**src/rtl/bust_pkg.sv**
```systemverilog
package bust_pkg;

   // table geometry
   localparam int DEPTH = 16;
   localparam int IDX_W = (DEPTH > 1) ? $clog2(DEPTH) : 1;
   localparam int CNT_W = 5;
   localparam int VAL_W = 32;
   localparam int FUNC_W = 2;

   localparam logic [CNT_W-1:0] DEPTH_CNT = CNT_W'(DEPTH);
   localparam logic [CNT_W-1:0] CAP_RESET = 5'd16;
   localparam logic signed [VAL_W-1:0] NOT_FOUND = -32'sd32767;

   // operation codes
   localparam logic [FUNC_W-1:0] FUNC_INSERT = 2'd0;
   localparam logic [FUNC_W-1:0] FUNC_REMOVE = 2'd1;
   localparam logic [FUNC_W-1:0] FUNC_QUERY  = 2'd2;

   typedef struct packed {
      logic [FUNC_W-1:0]       func;
      logic signed [VAL_W-1:0] operand_value;
   } req_type;

   typedef struct packed {
      logic                    success;
      logic signed [VAL_W-1:0] returned_value;
      logic [CNT_W-1:0]        entry_count;
   } rsp_type;

   // finished result handed from the sequencer to the output register
   typedef struct packed {
      logic    valid;
      rsp_type data;
   } done_type;

   // one write and one read port on the entry store
   typedef struct packed {
      logic             wr_en;
      logic [IDX_W-1:0] wr_addr;
      logic [VAL_W-1:0] wr_data;
      logic [IDX_W-1:0] rd_addr;
   } ram_req_type;

   typedef enum logic [2:0] {
      ST_IDLE,
      ST_START,
      ST_SCAN,
      ST_SHIFT,
      ST_FINISH
   } state_type;

endpackage

```
**src/rtl/bust_ram.sv**
```systemverilog
module bust_ram #(
   parameter int WIDTH = 32,
   parameter int DEPTH = 16
) (
   input  logic                                      clock,
   input  logic                                      wr_en,
   input  logic [((DEPTH > 1) ? $clog2(DEPTH) : 1)-1:0] wr_addr,
   input  logic [WIDTH-1:0]                          wr_data,
   input  logic [((DEPTH > 1) ? $clog2(DEPTH) : 1)-1:0] rd_addr,
   output logic [WIDTH-1:0]                          rd_data
);

   logic [WIDTH-1:0] mem_ff [DEPTH];
   logic [WIDTH-1:0] rd_data_ff;

   // one write port, registered read port
   always_ff @(posedge clock) begin
      if (wr_en) begin
         mem_ff[wr_addr] <= wr_data;
      end
      rd_data_ff <= mem_ff[rd_addr];
   end

   assign rd_data = rd_data_ff;

endmodule

```
**src/rtl/bust_ctrl.sv**
```systemverilog
module bust_ctrl (
   input  logic                              clock,
   input  logic                              reset,
   input  logic                              start,
   input  bust_pkg::req_type                 req,
   input  logic [bust_pkg::CNT_W-1:0]        cap_limit,
   input  logic                              take,
   input  logic [bust_pkg::VAL_W-1:0]        rd_data,
   output bust_pkg::ram_req_type             ram_req,
   output bust_pkg::done_type                done,
   output logic                              idle
);

   bust_pkg::state_type state_ff, state_in;

   logic [bust_pkg::FUNC_W-1:0]       func_ff, func_in;
   logic [bust_pkg::VAL_W-1:0]        key_ff, key_in;
   logic [bust_pkg::IDX_W-1:0]        idx_ff, idx_in;
   logic [bust_pkg::CNT_W-1:0]        count_ff, count_in;
   logic                              ok_ff, ok_in;
   logic signed [bust_pkg::VAL_W-1:0] ret_ff, ret_in;

   logic [bust_pkg::CNT_W-1:0] eff_cap;
   logic [bust_pkg::CNT_W-1:0] idx_next;
   logic                       match;
   logic                       last_scan;
   logic                       last_shift;
   logic                       can_insert;
   logic                       is_search;

   // shared compare and index arithmetic
   assign eff_cap    = (cap_limit > bust_pkg::DEPTH_CNT) ? bust_pkg::DEPTH_CNT : cap_limit;
   assign idx_next   = bust_pkg::CNT_W'(idx_ff) + 1'b1;
   assign match      = (rd_data == key_ff);
   assign last_scan  = (idx_next >= count_ff);
   assign last_shift = (idx_next > count_ff);
   assign can_insert = (count_ff < eff_cap);
   assign is_search  = (func_ff == bust_pkg::FUNC_REMOVE) || (func_ff == bust_pkg::FUNC_QUERY);

   // next state
   always_comb begin
      state_in = state_ff;
      unique case (state_ff)
         bust_pkg::ST_IDLE: begin
            if (start) state_in = bust_pkg::ST_START;
         end
         bust_pkg::ST_START: begin
            if (is_search && (count_ff != '0)) state_in = bust_pkg::ST_SCAN;
            else state_in = bust_pkg::ST_FINISH;
         end
         bust_pkg::ST_SCAN: begin
            priority if (match && (func_ff == bust_pkg::FUNC_REMOVE) && !last_scan)
               state_in = bust_pkg::ST_SHIFT;
            else if (match || last_scan)
               state_in = bust_pkg::ST_FINISH;
            else
               state_in = bust_pkg::ST_SCAN;
         end
         bust_pkg::ST_SHIFT: begin
            if (last_shift) state_in = bust_pkg::ST_FINISH;
         end
         bust_pkg::ST_FINISH: begin
            if (take) state_in = bust_pkg::ST_IDLE;
         end
         default: state_in = bust_pkg::ST_IDLE;
      endcase
   end

   // datapath and store access
   always_comb begin
      func_in  = func_ff;
      key_in   = key_ff;
      idx_in   = idx_ff;
      count_in = count_ff;
      ok_in    = ok_ff;
      ret_in   = ret_ff;
      ram_req  = '0;
      ram_req.rd_addr = idx_next[bust_pkg::IDX_W-1:0];
      unique case (state_ff)
         bust_pkg::ST_IDLE: begin
            if (start) begin
               func_in = req.func;
               key_in  = req.operand_value;
            end
         end
         bust_pkg::ST_START: begin
            ok_in  = 1'b0;
            ret_in = bust_pkg::NOT_FOUND;
            idx_in = '0;
            ram_req.rd_addr = '0;
            if ((func_ff == bust_pkg::FUNC_INSERT) && can_insert) begin
               ram_req.wr_en   = 1'b1;
               ram_req.wr_addr = count_ff[bust_pkg::IDX_W-1:0];
               ram_req.wr_data = key_ff;
               count_in = count_ff + 1'b1;
               ok_in    = 1'b1;
            end
         end
         bust_pkg::ST_SCAN: begin
            idx_in = idx_next[bust_pkg::IDX_W-1:0];
            if (match) begin
               ok_in = 1'b1;
               if (func_ff == bust_pkg::FUNC_REMOVE) begin
                  ret_in   = rd_data;
                  count_in = count_ff - 1'b1;
               end
            end
         end
         bust_pkg::ST_SHIFT: begin
            // move the entry just read down by one slot
            idx_in          = idx_next[bust_pkg::IDX_W-1:0];
            ram_req.wr_en   = 1'b1;
            ram_req.wr_addr = idx_ff - 1'b1;
            ram_req.wr_data = rd_data;
         end
         bust_pkg::ST_FINISH: begin
         end
         default: begin
         end
      endcase
   end

   always_ff @(posedge clock) begin
      if (reset) begin
         state_ff <= bust_pkg::ST_IDLE;
         count_ff <= '0;
      end else begin
         state_ff <= state_in;
         count_ff <= count_in;
      end
      func_ff <= func_in;
      key_ff  <= key_in;
      idx_ff  <= idx_in;
      ok_ff   <= ok_in;
      ret_ff  <= ret_in;
   end

   assign idle                     = (state_ff == bust_pkg::ST_IDLE);
   assign done.valid               = (state_ff == bust_pkg::ST_FINISH);
   assign done.data.success        = ok_ff;
   assign done.data.returned_value = ret_ff;
   assign done.data.entry_count    = count_ff;

endmodule

```
**src/rtl/bounded_unordered_set_table_top.sv**
```systemverilog
// Channel   Direction  Ports                                 Transaction
// req       in         req_valid, req_stall, req_data        func and operand_value
// rsp       out        rsp_valid, rsp_stall, rsp_data        success, returned_value, count
// csr       in         csr_valid, csr_ready, csr_wdata       capacity_limit write
//
// Insert writes its entry in the start state and then finishes. Query and remove
// compare at most once per occupied slot through the single read port of the
// entry store; a remove then moves each later entry down one per cycle.
// Synchronous reset empties the table and sets capacity to 16; csr is always ready.
// The result sits in an output register; req stays stalled while an item is in work.
module bounded_unordered_set_table_top (
   input  logic                           clock,
   input  logic                           reset,
   input  logic                           req_valid,
   output logic                           req_stall,
   input  bust_pkg::req_type              req_data,
   output logic                           rsp_valid,
   input  logic                           rsp_stall,
   output bust_pkg::rsp_type              rsp_data,
   input  logic                           csr_valid,
   output logic                           csr_ready,
   input  logic [bust_pkg::CNT_W-1:0]     csr_wdata
);

   logic [bust_pkg::CNT_W-1:0] cap_ff;
   logic                       rsp_valid_ff, rsp_valid_in;
   bust_pkg::rsp_type          rsp_data_ff;
   bust_pkg::ram_req_type      ram_req;
   bust_pkg::done_type         done;
   logic [bust_pkg::VAL_W-1:0] rd_data;
   logic                       idle;
   logic                       start;
   logic                       take;

   assign csr_ready = 1'b1;
   assign req_stall = !idle;
   assign start     = req_valid && idle;
   assign take      = done.valid && (!rsp_valid_ff || !rsp_stall);

   // capacity register
   always_ff @(posedge clock) begin
      if (reset) begin
         cap_ff <= bust_pkg::CAP_RESET;
      end else if (csr_valid && csr_ready) begin
         cap_ff <= csr_wdata;
      end
   end

   // output register
   always_comb begin
      rsp_valid_in = rsp_valid_ff;
      priority if (take) rsp_valid_in = 1'b1;
      else if (!rsp_stall) rsp_valid_in = 1'b0;
      else rsp_valid_in = rsp_valid_ff;
   end

   always_ff @(posedge clock) begin
      if (reset) begin
         rsp_valid_ff <= 1'b0;
      end else begin
         rsp_valid_ff <= rsp_valid_in;
      end
      if (take) begin
         rsp_data_ff <= done.data;
      end
   end

   assign rsp_valid = rsp_valid_ff;
   assign rsp_data  = rsp_data_ff;

   bust_ctrl u_ctrl (
      .clock     (clock),
      .reset     (reset),
      .start     (start),
      .req       (req_data),
      .cap_limit (cap_ff),
      .take      (take),
      .rd_data   (rd_data),
      .ram_req   (ram_req),
      .done      (done),
      .idle      (idle)
   );

   bust_ram #(
      .WIDTH (bust_pkg::VAL_W),
      .DEPTH (bust_pkg::DEPTH)
   ) u_ram (
      .clock   (clock),
      .wr_en   (ram_req.wr_en),
      .wr_addr (ram_req.wr_addr),
      .wr_data (ram_req.wr_data),
      .rd_addr (ram_req.rd_addr),
      .rd_data (rd_data)
   );

   // an accepted request keeps the input stalled on the next cycle
   a_busy_after_accept: assert property (@(posedge clock) disable iff (reset)
      (req_valid && !req_stall) |=> req_stall)
      else $error("input not stalled after accept");

   // count never exceeds the table depth
   a_count_bound: assert property (@(posedge clock) disable iff (reset)
      rsp_valid |-> (rsp_data.entry_count <= bust_pkg::DEPTH_CNT))
      else $error("entry count above depth");

   // a failed operation always returns the sentinel
   a_fail_sentinel: assert property (@(posedge clock) disable iff (reset)
      (rsp_valid && !rsp_data.success) |-> (rsp_data.returned_value == bust_pkg::NOT_FOUND))
      else $error("failed operation returned a key");

   // a result is only loaded when the output slot is free or draining
   a_no_overwrite: assert property (@(posedge clock) disable iff (reset)
      (rsp_valid && rsp_stall) |=> (rsp_valid && $stable(rsp_data)))
      else $error("stalled result overwritten");

endmodule
```
**config.mk**
```make
export PLATFORM = sky130hd
export DESIGN_NAME = bounded_unordered_set_table_top
export DESIGN_NICKNAME = d
export VERILOG_FILES = /design/src/rtl/bust_pkg.sv /design/src/rtl/bust_ram.sv /design/src/rtl/bust_ctrl.sv /design/src/rtl/bounded_unordered_set_table_top.sv
export SDC_FILE = /design/constraint.sdc
export NUM_CORES = 1
export LEC_CHECK = 0
export ABC_CLOCK_PERIOD_IN_PS = 15700
export BUFFER_PORTS_ARGS = -buffer_cell sky130_fd_sc_hd__buf_2
export CAP_MARGIN = 20
export CORE_UTILIZATION = 50
export DETAILED_ROUTE_END_ITERATION = 8
export GPL_TIMING_DRIVEN = 1
export PLACE_DENSITY = 0.72
export SYNTH_ARGS = -nofsm -noshare
export SYNTH_HDL_FRONTEND = slang
export SYNTH_HIERARCHICAL = 1
export SYNTH_SLANG_ARGS = --single-unit
```
**constraint.sdc**
```tcl
create_clock -name clock -period 15.7 [get_ports clock]
set_clock_uncertainty 0.1 [all_clocks]
set_input_delay 2.355 -clock clock [delete_from_list [all_inputs] [get_ports clock]]
set_output_delay 2.355 -clock clock [all_outputs]
set_load 0.005 [all_outputs]
```
==> results of run 1 <==
[critical path: stages (launching register included)]
cell     delay, ns
dfxtp_1       0.61
or2_2         0.46
nor2_1        0.31
inv_1         0.10
buf_2         0.14
[per-layer routing]
| layer | vias to the layer above | routed length, um |
|---|---|---|
| li1 | 5334 | - |
| met1 | 6544 | 22200 |
| met2 | 612 | 26600 |
| met3 | 91 | 5110 |
| met4 | 2 | 1490 |
| met5 | - | 77 |
[cell type report]
class	count	area share, %
diodes	1	0.00863
clock buffers	88	6.38
clock inverters	37	1.14
inverters	17	0.229
multi-input cells	504	19.4
flip-flops and latches	667	67.5
well taps	672	2.90
repair buffers	110	2.47
[cells by family after synthesis]
family	count (synthesis)	share of synthesized area [%]
compound gates	127	3.80
xor+xnor	37	1.28
fa+ha+maj	17	0.868
buf+inv	77	1.43
flops	667	77.1
mux	137	11.7
other cells	1	0.0148
simple gates	185	3.80
[power by group through the flow]
stage / logic (mW) / registers, mW / clock network (mW)
after detailed placement: 0.917 / 2.19 / 0
after global routing: 1.00 / 2.17 / 1.67
after CTS: 0.923 / 2.16 / 1.60
final: 0.936 / 2.16 / 1.58
after global placement: 0.903 / 2.19 / 0
after floorplan: 0.663 / 2.16 / 0
[sequential cells by signal (all words and copies together), names as in the netlist]
| signal | count |
|---|---|
| u_ctrl/func_ff | 2 |
| u_ctrl/ret_ff | 32 |
| u_ctrl/count_ff | 5 |
| u_ram/mem_ff | 512 |
| rsp_valid | 1 |
| cap_ff | 5 |
| u_ctrl/key_ff | 32 |
| u_ram/rd_data | 32 |
| u_ctrl/ok_ff | 1 |
| u_ctrl/state_ff | 3 |
| rsp_data | 38 |
| u_ctrl/idx_ff | 4 |
[placed cells by master (no fill, tap or decap), drive strengths merged, types with 2 or more instances in the layout]
master	synthesis	final
inv	17	21
or2	3	3
nand3	3	3
ha	16	16
a22oi	64	64
nor2	43	43
nor2b	8	8
mux2	4	4
dfxtp	46	46
a31oi	2	2
and2	19	19
nor4	13	13
mux2i	5	5
nand2b	7	7
o21ai	8	8
nand4	4	4
a22o	34	34
nor3	8	8
bufinv	0	5
edfxtp	621	621
xor2	36	36
a21oi	7	7
nand3b	2	2
buf	32	110
or4	2	2
o21a	2	2
nand2	48	48
clkbuf	28	88
or3	22	22
a211oi	2	2
clkinv	0	26
clkinvlp	0	2
mux4	128	128
[through the flow]
stage | total power [mW] | hold slack (ns)
after floorplan | 2.82 | 0.300
after global placement | 3.10 | 0.303
after detailed placement | 3.11 | 0.305
after CTS | 4.69 | 0.320
after global routing | 4.84 | 0.321
final | 4.67 | 0.319
[path summary, 6_finish.rpt]
kind | to | cells past startpoint | slack, ns | startpoint
max reg2reg | u_ram/mem_ff[11][8] | 8 | 11.02 | u_ctrl/state_ff[0]
min | rsp_data[6] | 0 | 0.32 | u_ctrl/ret_ff[1]
max | req_stall | 4 | 11.02 | u_ctrl/state_ff[0]
min reg2reg | rsp_data[6] | 0 | 0.32 | u_ctrl/ret_ff[1]
==> flow_metrics.py, run 1 <==
metrics = {
    "cts": {
        "cts-root-to-sink-buffers": 3,
        "clk_pin_slew_ns": 0.06,
        "post_cts_hold_buffer_count": 0,
        "numCtsBuffers": 68,
        "cts-resized-gates": 0,
        "clkLatencyLatePin_ns": 0.61,
        "tritoncts": "done",
        "tritoncts_num_sinks": 667,
        "cts-htree-levels": 3,
        "root_buffer": "clkbuf_16",
        "post-cts-setup-buffers": 0,
    },
    "yosys": {
        "postSynthAreaPerCell_um2": 20.3,
        "netlist_instances": 1248,
        "yosys.cell_count.top_type": "edfxtp_1",
        "synth-seq-cells": 667,
        "synth_commonest_cells": "edfxtp_1 (621), mux4_2 (128), a22oi_1 (64), dfxtp_1 (46), nand2_1 (46)",
        "synth_top_area_share_pct": 73.5,
        "yosysSeqAreaShare_pct": 77.1,
        "synthArstFlopShare_pct": 0,
        "synth-edff-count": 621,
        "synthesis.area_um2": 25400,
        "synth.top_cells.by_area": "edfxtp_1 (73%), mux4_2 (11%), dfxtp_1 (3.6%)",
        "synth_warnings": 6,
        "synth_fp_nets": 1309,
        "post-synth-top-area-cell": "edfxtp_1",
        "synth_flop_cell": "edfxtp_1",
        "synth_cell_type_count": 57,
    },
    "final_layout": {
        "seq_area_um2": 19600,
        "final_layout_size_suffix_gt1_share_pct": 26.3,
        "filler_cell_count": 3589,
        "num-nets-final": 1429,
        "multi_input_area_um2": 5620,
        "final_util_pct": 57.8,
        "areaGrowthSynthToFinish_pct": 14.2,
        "final_area_um2": 29000,
        "final_cells": 2096,
    },
    "grt": {
        "globalRoute.busiestLayer": "met2",
        "grt_use_met3_pct": 6.03,
        "grt.met2_usage_pct": 34.8,
        "groute.usage.overall_pct": 22.2,
        "grt_max_degree": 113,
        "antenna_found_initial": 0,
        "grt.overflow.total": 0,
        "global_route.usage.met1_pct": 30.0,
        "grt_first_pass_wirelength_mm": 81.8,
        "number_of_global_route_vias_before_repair": 12800,
    },
    "sta": {
        "drv_slew": 0,
        "fin_crit_ns": 4.68,
        "setup_ws_ns": 11.02,
        "max_slew.worst_pin.slew_ns": 1.15,
        "finalHoldViolCount": 0,
        "worst_slew_margin_rel_pct": 23.5,
        "rsz0062_at_grt": "false",
        "max_clock_freq_ghz": 0.214,
        "finalSetupViolCount": 0,
        "setup_total_negative_slack_ns": 0,
        "fin_crit_sh_pct": 29.8,
    },
    "drt": {
        "wl_per_cell_um": 26.5,
        "ant_nets": 0,
        "vias_per_cell": 6.00,
        "via_count": 12600,
        "drcViolationCount": 0,
        "total_routed_length_mm": 55.4,
        "drtIter0Drc": 1315,
        "first_pass_iters": 5,
    },
    "worst_setup_path": {
        "timing.critical_path.arrival_ns": 2.23,
        "critical_path.startpoint_type": "flop",
        "category_of_the_critical_setup_timing_path": "flop to output pin",
        "crit_path_end_kind": "output pin",
        "cp_data_required_time_ns": 13.24,
        "path_max_fanout": 24,
    },
    "place": {
        "place.gp.congestion": 0.810,
        "placed_cells_incl_taps": 1967,
        "detailedPlace.worstSlack_ns": 11.12,
        "dpl.hpwl_mm": 31.7,
        "detailed_place.area_um2": 26700,
        "portbufs": 83,
    },
    "power": {
        "clk_pwr_share_pct": 33.7,
        "cellLeakagePower_nw": 9.30,
        "switching_power_mw": 1.29,
        "max-vdd-ir-drop_mv": 0.102,
        "p_int_mw": 3.38,
        "comb_power_share_pct": 20.0,
        "power.switching_fraction_pct": 27.5,
        "power-per-cell-area_nw_per_um2": 161,
        "seq_power_share_pct": 46.2,
    },
    "job": {
        "drv_cap": 0,
    },
    "die": {
        "die_w_um": 227,
        "floorplan.core_area_um2": 50200,
        "num_rows": 82,
        "fp.dieH_um": 227,
        "effective_utilization_at_floorplan_pct": 50.6,
        "num_io_pins": 85,
        "floorplan.die_area_um2": 51700,
    },
    "status": {
        "run_status": "finished clean",
    },
    "hold_path": {
        "worst_hold_path_type": "flop to flop",
    },
}
(Power assumes the default switching activity.)
==> run 2: changes to the inputs <==
ABC_CLOCK_PERIOD_IN_PS = 4200   (was 15700)
PLACE_DENSITY = 0.75   (was 0.72)
clock period = 4.2 ns   (was 15.7 ns; I/O delays follow)
==> run 2 against run 1 <==
Global-route usage increased by 0.43 points. Sequential share of layout area decreased by 0.41 points. Critical endpoint is now u_ram/mem_ff[11][31]. Largest cell class unchanged. Non-clock buffer count increased by 18. Count of clock-buffer cells in the layout increased by 12.
==> flow_metrics.py, run 2 (synthesized netlist as in run 1, its figures left out) <==
metrics = {
    "status": {
        "run_status": "finished clean",
    },
    "grt": {
        "antenna_found_initial": 0,
        "groute.usage.overall_pct": 22.6,
        "grt_use_met3_pct": 6.30,
        "grt.met2_usage_pct": 33.5,
        "number_of_global_route_vias_before_repair": 12700,
        "grt.overflow.total": 0,
        "grt_max_degree": 47,
        "globalRoute.busiestLayer": "met2",
        "grt_first_pass_wirelength_mm": 82.8,
        "global_route.usage.met1_pct": 32.6,
    },
    "die": {
        "floorplan.core_area_um2": 50200,
        "fp.dieH_um": 227,
        "num_io_pins": 85,
        "die_w_um": 227,
        "effective_utilization_at_floorplan_pct": 50.6,
        "floorplan.die_area_um2": 51700,
        "num_rows": 82,
    },
    "power": {
        "power.switching_fraction_pct": 28.3,
        "clk_pwr_share_pct": 32.7,
        "comb_power_share_pct": 21.4,
        "p_int_mw": 12.6,
        "seq_power_share_pct": 46.0,
        "cellLeakagePower_nw": 9.36,
        "max-vdd-ir-drop_mv": 0.337,
        "switching_power_mw": 4.96,
        "power-per-cell-area_nw_per_um2": 602,
    },
    "final_layout": {
        "final_util_pct": 58.1,
        "num-nets-final": 1447,
        "multi_input_area_um2": 5640,
        "most_frequent_cells_in_the_layout": "edfxtp_1 (621), mux4_2 (128), buf_2 (83)",
        "ant_diodes": 0,
        "final_layout_size_suffix_gt1_share_pct": 27.1,
        "largest_registers": "u_ram/mem_ff (512), rsp_data (38)",
        "areaGrowthSynthToFinish_pct": 14.9,
        "leading_cell_type_in_the_layout_fill_and_taps_excluded": "edfxtp_1",
        "largest_reg_flops": 512,
        "filler_cell_count": 3513,
        "seq_area_um2": 19600,
        "max_flop_register": "u_ram/mem_ff",
    },
    "worst_setup_path": {
        "worst_path_largest_cell_delay_ns": 0.48,
        "path_max_fanout": 21,
        "category_of_the_critical_setup_timing_path": "flop to flop",
        "regToRegStartpoint": "cap_ff[4]",
        "r2r-end": "u_ram/mem_ff[11][31]",
        "regToRegSetupSlack_ns": 0.36,
        "depth_of_the_worst_register_to_register_path": 12,
        "cp_data_required_time_ns": 4.38,
        "cp_top_family": "simple AND/OR/NAND/NOR gates",
        "cp_cell_sequence": "inv_1, nand2_1, ha_1, or4b_1, a21oi_1, o211a_1, a21oi_1, nor2_1, buf_4, nand2_1, nor2_4, buf_12",
        "timing.critical_path.arrival_ns": 4.02,
        "crit_path_end_kind": "flop",
        "path_buf_inv": 3,
        "library_cell_contributing_the_largest_single_delay_on_the_critical_path": "or4b_1",
        "critical_path.startpoint_type": "flop",
    },
    "place": {
        "portbufs": 83,
        "dpl.hpwl_mm": 35.8,
        "place.gp.congestion": 0.846,
    },
    "cts": {
        "cts-root-to-sink-buffers": 3,
        "clk_pin_slew_ns": 0.06,
        "root_buffer": "clkbuf_16",
        "clkLatencyLatePin_ns": 0.60,
        "cts-htree-levels": 3,
        "tritoncts": "done",
        "post_cts_hold_buffer_count": 0,
        "cts-resized-gates": 0,
        "numCtsBuffers": 68,
        "post-cts-setup-buffers": 0,
        "tritoncts_num_sinks": 667,
    },
    "drt": {
        "total_routed_length_mm": 56.4,
        "drtIter0Drc": 1815,
        "vias_per_cell": 6.05,
        "via_count": 12800,
        "wl_per_cell_um": 26.7,
        "first_pass_iters": 5,
        "drcViolationCount": 0,
        "ant_nets": 0,
    },
    "hold_path": {
        "worst_hold_path_type": "primary input to flop",
        "hold_path_end": "u_ctrl/key_ff[19]",
        "hold_path_startpoint": "req_data[19]",
        "worst_hold_path_stage_count": 1,
    },
    "sta": {
        "finalSetupViolCount": 0,
        "max_clock_freq_ghz": 0.260,
        "fin_crit_sh_pct": 91.4,
        "fin_crit_ns": 3.84,
        "finalHoldViolCount": 0,
        "worst_slew_margin_rel_pct": 36.1,
        "max_slew.worst_pin.slew_ns": 0.956,
        "drv_slew": 0,
        "fin_worst_hold_slack_ns": 0.107,
        "setup_total_negative_slack_ns": 0,
        "rsz0062_at_grt": "false",
    },
    "job": {
        "drv_cap": 0,
    },
}
[run 2: cell type report]
cell class / instances / share of cell area [%]
flip-flops and latches: 667 / 67.1
multi-input cells: 504 / 19.3
clock buffers: 100 / 6.74
repair buffers: 128 / 3.14
well taps: 672 / 2.88
clock inverters: 24 / 0.588
inverters: 17 / 0.227
[run 2: worst max path at each step]
stage / startpoint / end / slack, ns / cells past startpoint
final: cap_ff[4] / u_ram/mem_ff[11][31] / 0.36 / 12
after detailed placement: cap_ff[4] / u_ram/mem_ff[11][24] / 0.41 / 12
after floorplan: cap_ff[4] / u_ram/mem_ff[15][0] / -0.18 / 12
after CTS: cap_ff[4] / u_ram/mem_ff[7][27] / 0.38 / 12
after global placement: cap_ff[4] / u_ram/mem_ff[7][21] / 0.49 / 12
after global routing: cap_ff[4] / u_ram/mem_ff[7][10] / 0.13 / 12
[run 2: metrics by stage]
step | total power [mW] | worst slack (ns) | std cells | cell area (um2)
2_1_floorplan | 10.5 | -0.179 | 1248 | 25400
3_3_place_gp | 11.8 | 0.491 | 1987 | 27000
3_5_place_dp | 11.9 | 0.408 | 1988 | 27000
4_1_cts | 17.6 | 0.375 | 2112 | 29200
5_1_grt | 18.2 | 0.132 | 2112 | 29200
6_report | 17.6 | 0.360 | 2112 | 29200
[run 2: per-layer routing]
metal  vias to the layer above  share of wire, %
li1                       5386                 -
met1                      6594                40
met2                       705                46
met3                        93                11
met4                         0               3.0
met5                         -                 0
[run 2: power groups by stage]
stage	Clock [mW]	Combinational (mW)	Sequential, mW
final	5.73	3.75	8.07
after global routing	6.10	3.98	8.09
after CTS	5.83	3.74	8.06
after detailed placement	0	3.71	8.20
after global placement	0	3.66	8.19
after floorplan	0	2.48	8.06
